`src/hw/rtl/ghcc_pkg.sv`:
```
package ghcc_pkg;

    // Field widths
    localparam int TIME_W     = 32;
    localparam int SAMPLE_W   = 10;
    localparam int TEMP_W     = 8;
    localparam int HUM_W      = 7;
    localparam int HALF_W     = 31;
    localparam int SENSOR_MAX = 4;

    // Stream and configuration port widths
    localparam int S_DATA_W  = 128;
    localparam int M_DATA_W  = 8;
    localparam int CFG_IDX_W = 3;
    localparam int CFG_DAT_W = 32;

    // Default sensor counts
    localparam int LIGHT_SENSORS_DEF = 1;
    localparam int SOIL_SENSORS_DEF  = 1;

    // Fixed pump lockout after a timeout stop
    localparam logic [TIME_W-1:0] LOCKOUT_MS = 32'd5000;

    // Register reset values
    localparam logic [SAMPLE_W-1:0] LIGHT_TH_RST     = 10'd405;
    localparam logic [SAMPLE_W-1:0] SOIL_TH_RST      = 10'd500;
    localparam logic [TEMP_W-1:0]   HEAT_TH_RST      = 8'sd20;
    localparam logic [HUM_W-1:0]    HUM_HIGH_RST     = 7'd75;
    localparam logic [TIME_W-1:0]   PUMP_MAX_RST     = 32'd5000;
    localparam logic [TIME_W-1:0]   VENT_INTERVAL_RST = 32'd3600000;
    localparam logic [TIME_W-1:0]   VENT_DURATION_RST = 32'd60000;
    localparam logic [HALF_W-1:0]   HALF_CYCLE_RST   = 31'd10000;

    // Register indexes
    typedef enum logic [CFG_IDX_W-1:0] {
        CFG_LIGHT_TH      = 3'd0,
        CFG_SOIL_TH       = 3'd1,
        CFG_HEAT_TH       = 3'd2,
        CFG_HUM_HIGH      = 3'd3,
        CFG_PUMP_MAX      = 3'd4,
        CFG_VENT_INTERVAL = 3'd5,
        CFG_VENT_DURATION = 3'd6,
        CFG_HALF_CYCLE    = 3'd7
    } cfg_reg_t;

    // Register file contents handed to the datapath
    typedef struct packed {
        logic [SAMPLE_W-1:0]      light_threshold;
        logic [SAMPLE_W-1:0]      soil_threshold;
        logic signed [TEMP_W-1:0] heat_threshold;
        logic [HUM_W-1:0]         humidity_high;
        logic [TIME_W-1:0]        pump_max_ms;
        logic [TIME_W-1:0]        vent_interval_ms;
        logic [TIME_W-1:0]        vent_duration_ms;
        logic [HALF_W-1:0]        half_cycle_ms;
    } cfg_t;

endpackage

```
`src/hw/rtl/ghcc_cfg_regs.sv`:
```
module ghcc_cfg_regs
    import ghcc_pkg::*;
(
    input  logic                 clk,
    input  logic                 rst_n,
    input  logic                 wr_valid,
    input  logic [CFG_IDX_W-1:0] wr_index,
    input  logic [CFG_DAT_W-1:0] wr_data,
    output cfg_t                 cfg
);

    cfg_t cfg_reg;
    cfg_t cfg_next;

    // Decode the write index and update one register
    always_comb
    begin
        cfg_next = cfg_reg;
        if (wr_valid)
        begin
            unique case (cfg_reg_t'(wr_index))
                CFG_LIGHT_TH:      cfg_next.light_threshold  = wr_data[SAMPLE_W-1:0];
                CFG_SOIL_TH:       cfg_next.soil_threshold   = wr_data[SAMPLE_W-1:0];
                CFG_HEAT_TH:       cfg_next.heat_threshold   = wr_data[TEMP_W-1:0];
                CFG_HUM_HIGH:      cfg_next.humidity_high    = wr_data[HUM_W-1:0];
                CFG_PUMP_MAX:      cfg_next.pump_max_ms      = wr_data[TIME_W-1:0];
                CFG_VENT_INTERVAL: cfg_next.vent_interval_ms = wr_data[TIME_W-1:0];
                CFG_VENT_DURATION: cfg_next.vent_duration_ms = wr_data[TIME_W-1:0];
                CFG_HALF_CYCLE:    cfg_next.half_cycle_ms    = wr_data[HALF_W-1:0];
                default:           cfg_next = cfg_reg;
            endcase
        end
    end

    always_ff @(posedge clk or negedge rst_n)
    begin
        if (!rst_n)
        begin
            cfg_reg.light_threshold  <= LIGHT_TH_RST;
            cfg_reg.soil_threshold   <= SOIL_TH_RST;
            cfg_reg.heat_threshold   <= HEAT_TH_RST;
            cfg_reg.humidity_high    <= HUM_HIGH_RST;
            cfg_reg.pump_max_ms      <= PUMP_MAX_RST;
            cfg_reg.vent_interval_ms <= VENT_INTERVAL_RST;
            cfg_reg.vent_duration_ms <= VENT_DURATION_RST;
            cfg_reg.half_cycle_ms    <= HALF_CYCLE_RST;
        end
        else
        begin
            cfg_reg <= cfg_next;
        end
    end

    assign cfg = cfg_reg;

endmodule

```
`src/hw/rtl/greenhouse_climate_controller_unit.sv`:
```
// Greenhouse climate controller. Each control tick word (timestamp, light and soil
// samples, temperature, humidity) yields one result word with lamp, heater, pump and
// vent drive bits and the night flag. A tick passes an input register and an output
// register, from which the result word is presented; a new tick is taken every cycle,
// with the only limit being back-pressure on the result side. All timing is modulo 2^32
// on the tick timestamp; the pump lockout after a timeout is 5000 ms.
// Only the first LIGHT_SENSORS / SOIL_SENSORS samples (1 to 4) enter the means.
// Registers may be written only while no tick is in flight.
module greenhouse_climate_controller_unit
    import ghcc_pkg::*;
#(
    parameter int LIGHT_SENSORS = LIGHT_SENSORS_DEF,
    parameter int SOIL_SENSORS  = SOIL_SENSORS_DEF
)
(
    input  logic                 clk,
    input  logic                 rst_n,
    // Tick input
    input  logic                 s_axis_tvalid,
    output logic                 s_axis_tready,
    // now_ms, light_sample_0..3, soil_sample_0..3, temperature, humidity, zero pad
    input  logic [S_DATA_W-1:0]  s_axis_tdata,
    // humidity_valid
    input  logic [0:0]           s_axis_tuser,
    // Result output
    output logic                 m_axis_tvalid,
    input  logic                 m_axis_tready,
    // lamp_on, heater_on, pump_on, vent_on, night, zero pad
    output logic [M_DATA_W-1:0]  m_axis_tdata,
    // Register writes
    input  logic                 cfg_valid,
    output logic                 cfg_ready,
    input  logic [CFG_IDX_W-1:0] cfg_index,
    input  logic [CFG_DAT_W-1:0] cfg_data
);

    localparam int LIGHT_N = (LIGHT_SENSORS < 1) ? 1 :
                             (LIGHT_SENSORS > SENSOR_MAX) ? SENSOR_MAX : LIGHT_SENSORS;
    localparam int SOIL_N  = (SOIL_SENSORS < 1) ? 1 :
                             (SOIL_SENSORS > SENSOR_MAX) ? SENSOR_MAX : SOIL_SENSORS;
    localparam int LIGHT_SUM_W = SAMPLE_W + $clog2(LIGHT_N) + 1;
    localparam int SOIL_SUM_W  = SAMPLE_W + $clog2(SOIL_N) + 1;

    localparam int LIGHT_LO = TIME_W;
    localparam int SOIL_LO  = LIGHT_LO + SENSOR_MAX * SAMPLE_W;
    localparam int TEMP_LO  = SOIL_LO + SENSOR_MAX * SAMPLE_W;
    localparam int HUM_LO   = TEMP_LO + TEMP_W;

    cfg_t cfg;

    // Configuration registers
    ghcc_cfg_regs u_cfg_regs
    (
        .clk      (clk),
        .rst_n    (rst_n),
        .wr_valid (cfg_valid),
        .wr_index (cfg_index),
        .wr_data  (cfg_data),
        .cfg      (cfg)
    );

    assign cfg_ready = 1'b1;

    // Flow control
    logic in_valid_reg;
    logic out_valid_reg;
    logic out_take;
    logic in_take;
    logic advance;

    assign out_take      = !out_valid_reg || m_axis_tready;
    assign advance       = in_valid_reg && out_take;
    assign s_axis_tready = !in_valid_reg || out_take;
    assign in_take       = s_axis_tvalid && s_axis_tready;

    // Input register
    logic [TIME_W-1:0]        now_reg;
    logic [SAMPLE_W-1:0]      light_reg [SENSOR_MAX];
    logic [SAMPLE_W-1:0]      soil_reg  [SENSOR_MAX];
    logic signed [TEMP_W-1:0] temp_reg;
    logic [HUM_W-1:0]         hum_reg;
    logic                     hum_valid_reg;

    always_ff @(posedge clk or negedge rst_n)
    begin
        if (!rst_n)
        begin
            in_valid_reg <= 1'b0;
        end
        else if (s_axis_tready)
        begin
            in_valid_reg <= s_axis_tvalid;
        end
    end

    always_ff @(posedge clk)
    begin
        if (in_take)
        begin
            now_reg       <= s_axis_tdata[TIME_W-1:0];
            for (int k = 0; k < SENSOR_MAX; k++)
            begin
                light_reg[k] <= s_axis_tdata[LIGHT_LO + k*SAMPLE_W +: SAMPLE_W];
                soil_reg[k]  <= s_axis_tdata[SOIL_LO + k*SAMPLE_W +: SAMPLE_W];
            end
            temp_reg      <= s_axis_tdata[TEMP_LO +: TEMP_W];
            hum_reg       <= s_axis_tdata[HUM_LO +: HUM_W];
            hum_valid_reg <= s_axis_tuser[0];
        end
    end

    // Controller state
    logic [TIME_W-1:0] cycle_start_reg,   cycle_start_next;
    logic              pump_running_reg,  pump_running_next;
    logic [TIME_W-1:0] pump_start_reg,    pump_start_next;
    logic [TIME_W-1:0] lockout_start_reg, lockout_start_next;
    logic              pump_locked_reg,   pump_locked_next;
    logic              vent_active_reg,   vent_active_next;
    logic [TIME_W-1:0] vent_mark_reg,     vent_mark_next;

    // Day/night phase
    logic [TIME_W-1:0] cycle_elapsed;
    logic              in_day;
    logic              in_night;
    logic              night;

    assign cycle_elapsed = now_reg - cycle_start_reg;
    assign in_day        = cycle_elapsed < {1'b0, cfg.half_cycle_ms};
    assign in_night      = cycle_elapsed < {cfg.half_cycle_ms, 1'b0};
    assign night         = !in_day && in_night;
    assign cycle_start_next = (in_day || in_night) ? cycle_start_reg : now_reg;

    // Mean above threshold: floor(sum / n) > th is sum > n * th + n - 1
    logic [LIGHT_SUM_W-1:0] light_sum;
    logic [LIGHT_SUM_W-1:0] light_limit;
    logic [SOIL_SUM_W-1:0]  soil_sum;
    logic [SOIL_SUM_W-1:0]  soil_limit;

    always_comb
    begin
        light_sum = '0;
        for (int k = 0; k < LIGHT_N; k++)
        begin
            light_sum = light_sum + LIGHT_SUM_W'(light_reg[k]);
        end
        soil_sum = '0;
        for (int k = 0; k < SOIL_N; k++)
        begin
            soil_sum = soil_sum + SOIL_SUM_W'(soil_reg[k]);
        end
    end

    assign light_limit = LIGHT_SUM_W'(LIGHT_N) * LIGHT_SUM_W'(cfg.light_threshold)
                       + LIGHT_SUM_W'(LIGHT_N - 1);
    assign soil_limit  = SOIL_SUM_W'(SOIL_N) * SOIL_SUM_W'(cfg.soil_threshold)
                       + SOIL_SUM_W'(SOIL_N - 1);

    logic lamp_on;
    logic heater_on;
    logic water_needed;

    assign lamp_on      = !night && (light_sum > light_limit);
    assign heater_on    = temp_reg < cfg.heat_threshold;
    assign water_needed = soil_sum > soil_limit;

    // Ventilation schedule; a run that starts this tick ends at once only for zero duration
    logic [TIME_W-1:0] vent_elapsed;
    logic              vent_start;
    logic              vent_stop;

    assign vent_elapsed = now_reg - vent_mark_reg;
    assign vent_start   = !vent_active_reg && (vent_elapsed >= cfg.vent_interval_ms);
    assign vent_stop    = vent_start ? (cfg.vent_duration_ms == '0)
                                     : (vent_active_reg &&
                                        (vent_elapsed >= cfg.vent_duration_ms));

    always_comb
    begin
        vent_active_next = vent_active_reg;
        vent_mark_next   = vent_mark_reg;
        if (vent_start)
        begin
            vent_active_next = 1'b1;
            vent_mark_next   = now_reg;
        end
        if (vent_stop)
        begin
            vent_active_next = 1'b0;
            vent_mark_next   = now_reg;
        end
    end

    // Pump run, timeout and lockout
    logic pump_timeout;
    logic lock_expired;
    logic lock_set;

    assign pump_timeout = (now_reg - pump_start_reg) > cfg.pump_max_ms;
    assign lock_expired = (now_reg - lockout_start_reg) > LOCKOUT_MS;

    always_comb
    begin
        pump_running_next  = pump_running_reg;
        pump_start_next    = pump_start_reg;
        lockout_start_next = lockout_start_reg;
        lock_set           = 1'b0;
        if (pump_running_reg)
        begin
            if (!water_needed)
            begin
                pump_running_next = 1'b0;
            end
            else if (pump_timeout)
            begin
                pump_running_next  = 1'b0;
                lockout_start_next = now_reg;
                lock_set           = 1'b1;
            end
        end
        else if (water_needed && !pump_locked_reg)
        begin
            pump_running_next = 1'b1;
            pump_start_next   = now_reg;
        end
        // A lockout set this tick has zero elapsed time and holds
        pump_locked_next = lock_set || (pump_locked_reg && !lock_expired);
    end

    logic vent_on;

    assign vent_on = vent_active_next || (hum_valid_reg && (hum_reg > cfg.humidity_high))
                   || heater_on || pump_running_next;

    // Commit state when the tick moves into the output register
    always_ff @(posedge clk or negedge rst_n)
    begin
        if (!rst_n)
        begin
            cycle_start_reg   <= '0;
            pump_running_reg  <= 1'b0;
            pump_start_reg    <= '0;
            lockout_start_reg <= '0;
            pump_locked_reg   <= 1'b0;
            vent_active_reg   <= 1'b0;
            vent_mark_reg     <= '0;
        end
        else if (advance)
        begin
            cycle_start_reg   <= cycle_start_next;
            pump_running_reg  <= pump_running_next;
            pump_start_reg    <= pump_start_next;
            lockout_start_reg <= lockout_start_next;
            pump_locked_reg   <= pump_locked_next;
            vent_active_reg   <= vent_active_next;
            vent_mark_reg     <= vent_mark_next;
        end
    end

    // Output register
    logic [M_DATA_W-1:0] out_data_reg;

    always_ff @(posedge clk or negedge rst_n)
    begin
        if (!rst_n)
        begin
            out_valid_reg <= 1'b0;
        end
        else if (out_take)
        begin
            out_valid_reg <= in_valid_reg;
        end
    end

    always_ff @(posedge clk)
    begin
        if (advance)
        begin
            out_data_reg <= {3'b000, night, vent_on, pump_running_next, heater_on, lamp_on};
        end
    end

    assign m_axis_tvalid = out_valid_reg;
    assign m_axis_tdata  = out_data_reg;

endmodule

```
`config.mk`:
```
export PLATFORM = sky130hd
export DESIGN_NAME = greenhouse_climate_controller_unit
export DESIGN_NICKNAME = d
export VERILOG_FILES = /design/src/hw/rtl/ghcc_pkg.sv /design/src/hw/rtl/ghcc_cfg_regs.sv /design/src/hw/rtl/greenhouse_climate_controller_unit.sv
export SDC_FILE = /design/constraint.sdc
export NUM_CORES = 1
export LEC_CHECK = 0
export BUFFER_PORTS_ARGS = -buffer_cell sky130_fd_sc_hd__buf_2
export CAP_MARGIN = 20
export CORE_MARGIN = 1.5
export CORE_UTILIZATION = 56
export DETAILED_ROUTE_END_ITERATION = 7
export PLACE_DENSITY = 0.75
export SLEW_MARGIN = 15
export SYNTH_ARGS = -nofsm -noshare
export SYNTH_HDL_FRONTEND = slang
export SYNTH_SLANG_ARGS = --single-unit
```
`constraint.sdc`:
```
create_clock -name clk -period 11 [get_ports clk]
set_clock_uncertainty 0.15 [all_clocks]
set_input_delay 1.1 -clock clk [delete_from_list [all_inputs] [get_ports clk]]
set_output_delay 1.1 -clock clk [all_outputs]
set_load 0.05 [all_outputs]
```
==> impl_metrics.json <==
{
  "use_met1_pct": 36.3,
  "fin_crit_ns": 7.04,
  "gr-total-overflow": 0,
  "r2r_start": "now_reg[0]",
  "busiest_layer": "met2",
  "tritoncts": "built",
  "ys_seq_area_share_pct": 39.2,
  "die_h_um": 212,
  "max_stage_delay_ns": 0.50,
  "worst_slack_ns": 3.96,
  "dieArea_um2": 45100,
  "drv_slew": 0,
  "drt_iter0_markers": 1288,
  "rsz0062_at_grt": "no",
  "grt_pass1_vias": 18700,
  "cellLeakagePower_nw": 12.8,
  "crit_end": "lockout_start_reg[8]",
  "cts_root_buf": "clkbuf_16",
  "cts.sinks": 368,
  "met3_usage_pct": 3.50,
  "fin_util_pct": 63.0,
  "nFillCells": 3534,
  "io_pins": 180,
  "mostFrequentLayoutCells": "inv_1 (320), ha_1 (314), dfrtp_1 (250)",
  "crit_path_start": "now_reg[0]",
  "hold_viol": 0,
  "start_util_pct": 56.9,
  "multi_input_area_um2": 13500,
  "p_per_area_nw_per_um2": 315,
  "vias": 18500,
  "hp-class": "flop to flop",
  "syn_area_um2": 24500,
  "worst_slew_pin_slew_ns": 1.03,
  "setup_viol": 0,
  "use_met2_pct": 47.9,
  "largest_register_ffs": 162,
  "avgRoutedWirePerCell_um": 19.1,
  "cp-start-kind": "flop",
  "syn_avg_cell_area_um2": 9.97,
  "n_antenna_cell": 0,
  "area_growth_pct": 10.9,
  "cts_buffers": 43,
  "final-seq-area_um2": 9630,
  "port_buffers": 114,
  "cts-hold-fix-buffers": 0,
  "grt_antenna_before_repair": 0,
  "synth-seq-cells": 368,
  "critPathKind": "flop to flop",
  "r2r_end": "lockout_start_reg[8]",
  "critPathRequiredTime_ns": 11.31,
  "ctsResizeCount": 0,
  "place.gp.congestion": 0.933,
  "viasPerCell": 5.77,
  "maxCapViolations": 0,
  "post-route-period-util_pct": 64.0,
  "grt_max_degree": 89,
  "dominantRegCellSynth": "dfrtp_1",
  "cp.arrival_ns": 7.35,
  "num_rows": 76,
  "cts_setup_buffers": 0,
  "worstSkewPairLatency_ns": 0.59,
  "nets": 3072,
  "max_freq_mhz": 142,
  "synth_cell_types": 83,
  "reg2reg_depth": 25,
  "slew_headroom_pct": 31.4,
  "h-tree-depth": 2,
  "core_region_area_um2": 43200,
  "yosysWarnings": 0,
  "layout-drive-gt1-share_pct": 17.6,
  "die_x_um": 212,
  "wirelength_mm": 61.4,
  "dp_hpwl_mm": 46.7,
  "async_flop_share_pct": 80.2,
  "r2r_slack_ns": 3.96,
  "grt_first_pass_wirelength_mm": 98.3,
  "critPathMaxFanout": 33,
  "grtUsageTotal_pct": 28.0,
  "irDropWorstVdd_uv": 221,
  "synth_edf_count": 73,
  "hold_depth": 1,
  "status": "complete, no violations",
  "setup_tns_ns": 0,
  "first_pass_iters": 7,
  "syn_inst": 2461,
  "cts_buffer_depth": 3,
  "clk_pin_slew_ns": 0.06,
  "ant_nets": 0,
  "crit_slowest_cell": "or3_1",
  "final_common_cell": "inv_1",
  "preCtsSetupSlack_ns": 4.13,
  "drcViolationCount": 0,
  "end_kind": "flop"
}
how the worst min path moves through the flow:
stage                        start                   to
6_report       cycle_start_reg[16]  cycle_start_reg[16]
3_3_place_gp   cycle_start_reg[16]  cycle_start_reg[16]
4_1_cts        cycle_start_reg[16]  cycle_start_reg[16]
5_1_grt         u_cfg_regs.cfg[66]   u_cfg_regs.cfg[66]
3_5_place_dp   cycle_start_reg[11]  cycle_start_reg[11]
2_1_floorplan         in_valid_reg        m_axis_tvalid
layout make-up:
class                      instances  area share (%)
clock buffer                      59            4.29
clock inverter                    21            1.06
inverter                         320            4.41
multi-input combinational       1723            49.6
sequential                       368            35.4
tap                              585            2.69
timing repair buffer             129            2.55
power breakdown:
part,total [W],switching (W),internal (W)
Combinational,0.00505,0.00285,0.00220
Sequential,0.00203,0.000204,0.00183
Clock,0.00150,0.000604,0.000892
Total,0.00857,0.00365,0.00492
worst max-delay path: cells and delay by family (launching register included):
| family | cells | cell delay [ns] |
|---|---|---|
| adder cells (fa/ha/maj) | 3 | 0.89 |
| AO/OA/AOI/OAI | 11 | 2.94 |
| buffers and inverters | 3 | 0.55 |
| XOR/XNOR | 1 | 0.10 |
| multiplexers | 1 | 0.34 |
| flip-flops | 1 | 0.46 |
| AND/OR/NAND/NOR | 6 | 1.48 |
metal layers:
metal	part of all wire [%]	vias to the layer above
li1	-	8996
met1	44	9001
met2	48	396
met3	4.3	107
met4	3.3	0
met5	0	-
cells in the mapped netlist, types with 8 or more instances:
cell	number	area share (%)
o21ai_0	172	3.5
nor4_1	17	0.43
edfxtp_1	73	8.9
and3_1	17	0.43
nor2_1	92	1.4
nand3_1	22	0.45
o21bai_1	10	0.31
dfrtp_1	250	25
xor2_1	35	1.2
clkbuf_1	34	0.52
inv_1	320	4.9
a31oi_1	14	0.36
dfstp_2	45	4.8
buf_2	8	0.16
a2111oi_0	8	0.29
o211ai_1	20	0.61
mux2_2	200	9.2
nor3_1	38	0.77
or3_1	9	0.23
a21o_1	83	2.5
o22ai_1	8	0.20
a211oi_1	24	0.73
o21a_1	32	0.98
a21boi_0	8	0.24
a21oi_1	150	3.1
nand2_1	166	2.5
nand4_1	41	1.0
nor2b_1	33	0.84
nand2b_1	31	0.79
ha_1	314	16
xnor2_1	63	2.2
through the flow:
stage / total power (W) / instance area [µm²] / hold slack [ns] / std cells
floorplan: 0.00579 / 24600 / 0.307 / 2463
global placement: 0.00678 / 25800 / 0.322 / 3125
detailed placement: 0.00700 / 25800 / 0.326 / 3125
CTS: 0.00857 / 27200 / 0.343 / 3205
global route: 0.00932 / 27200 / 0.367 / 3205
finish: 0.00857 / 27200 / 0.342 / 3205
cell families (layout without fill, tap and decap cells):
logic type	Yosys count	count (layout)	synth area share, %
fa+ha+maj	318	318	16.3
mux	207	207	9.47
compound gates	597	597	15.5
simple gates	499	499	10.0
buf+inv	372	529	5.88
other cells	2	4	0.0306
flops	368	368	39.2
xor+xnor	98	98	3.50
No activity file was read; power rests on OpenSTA's default activity.
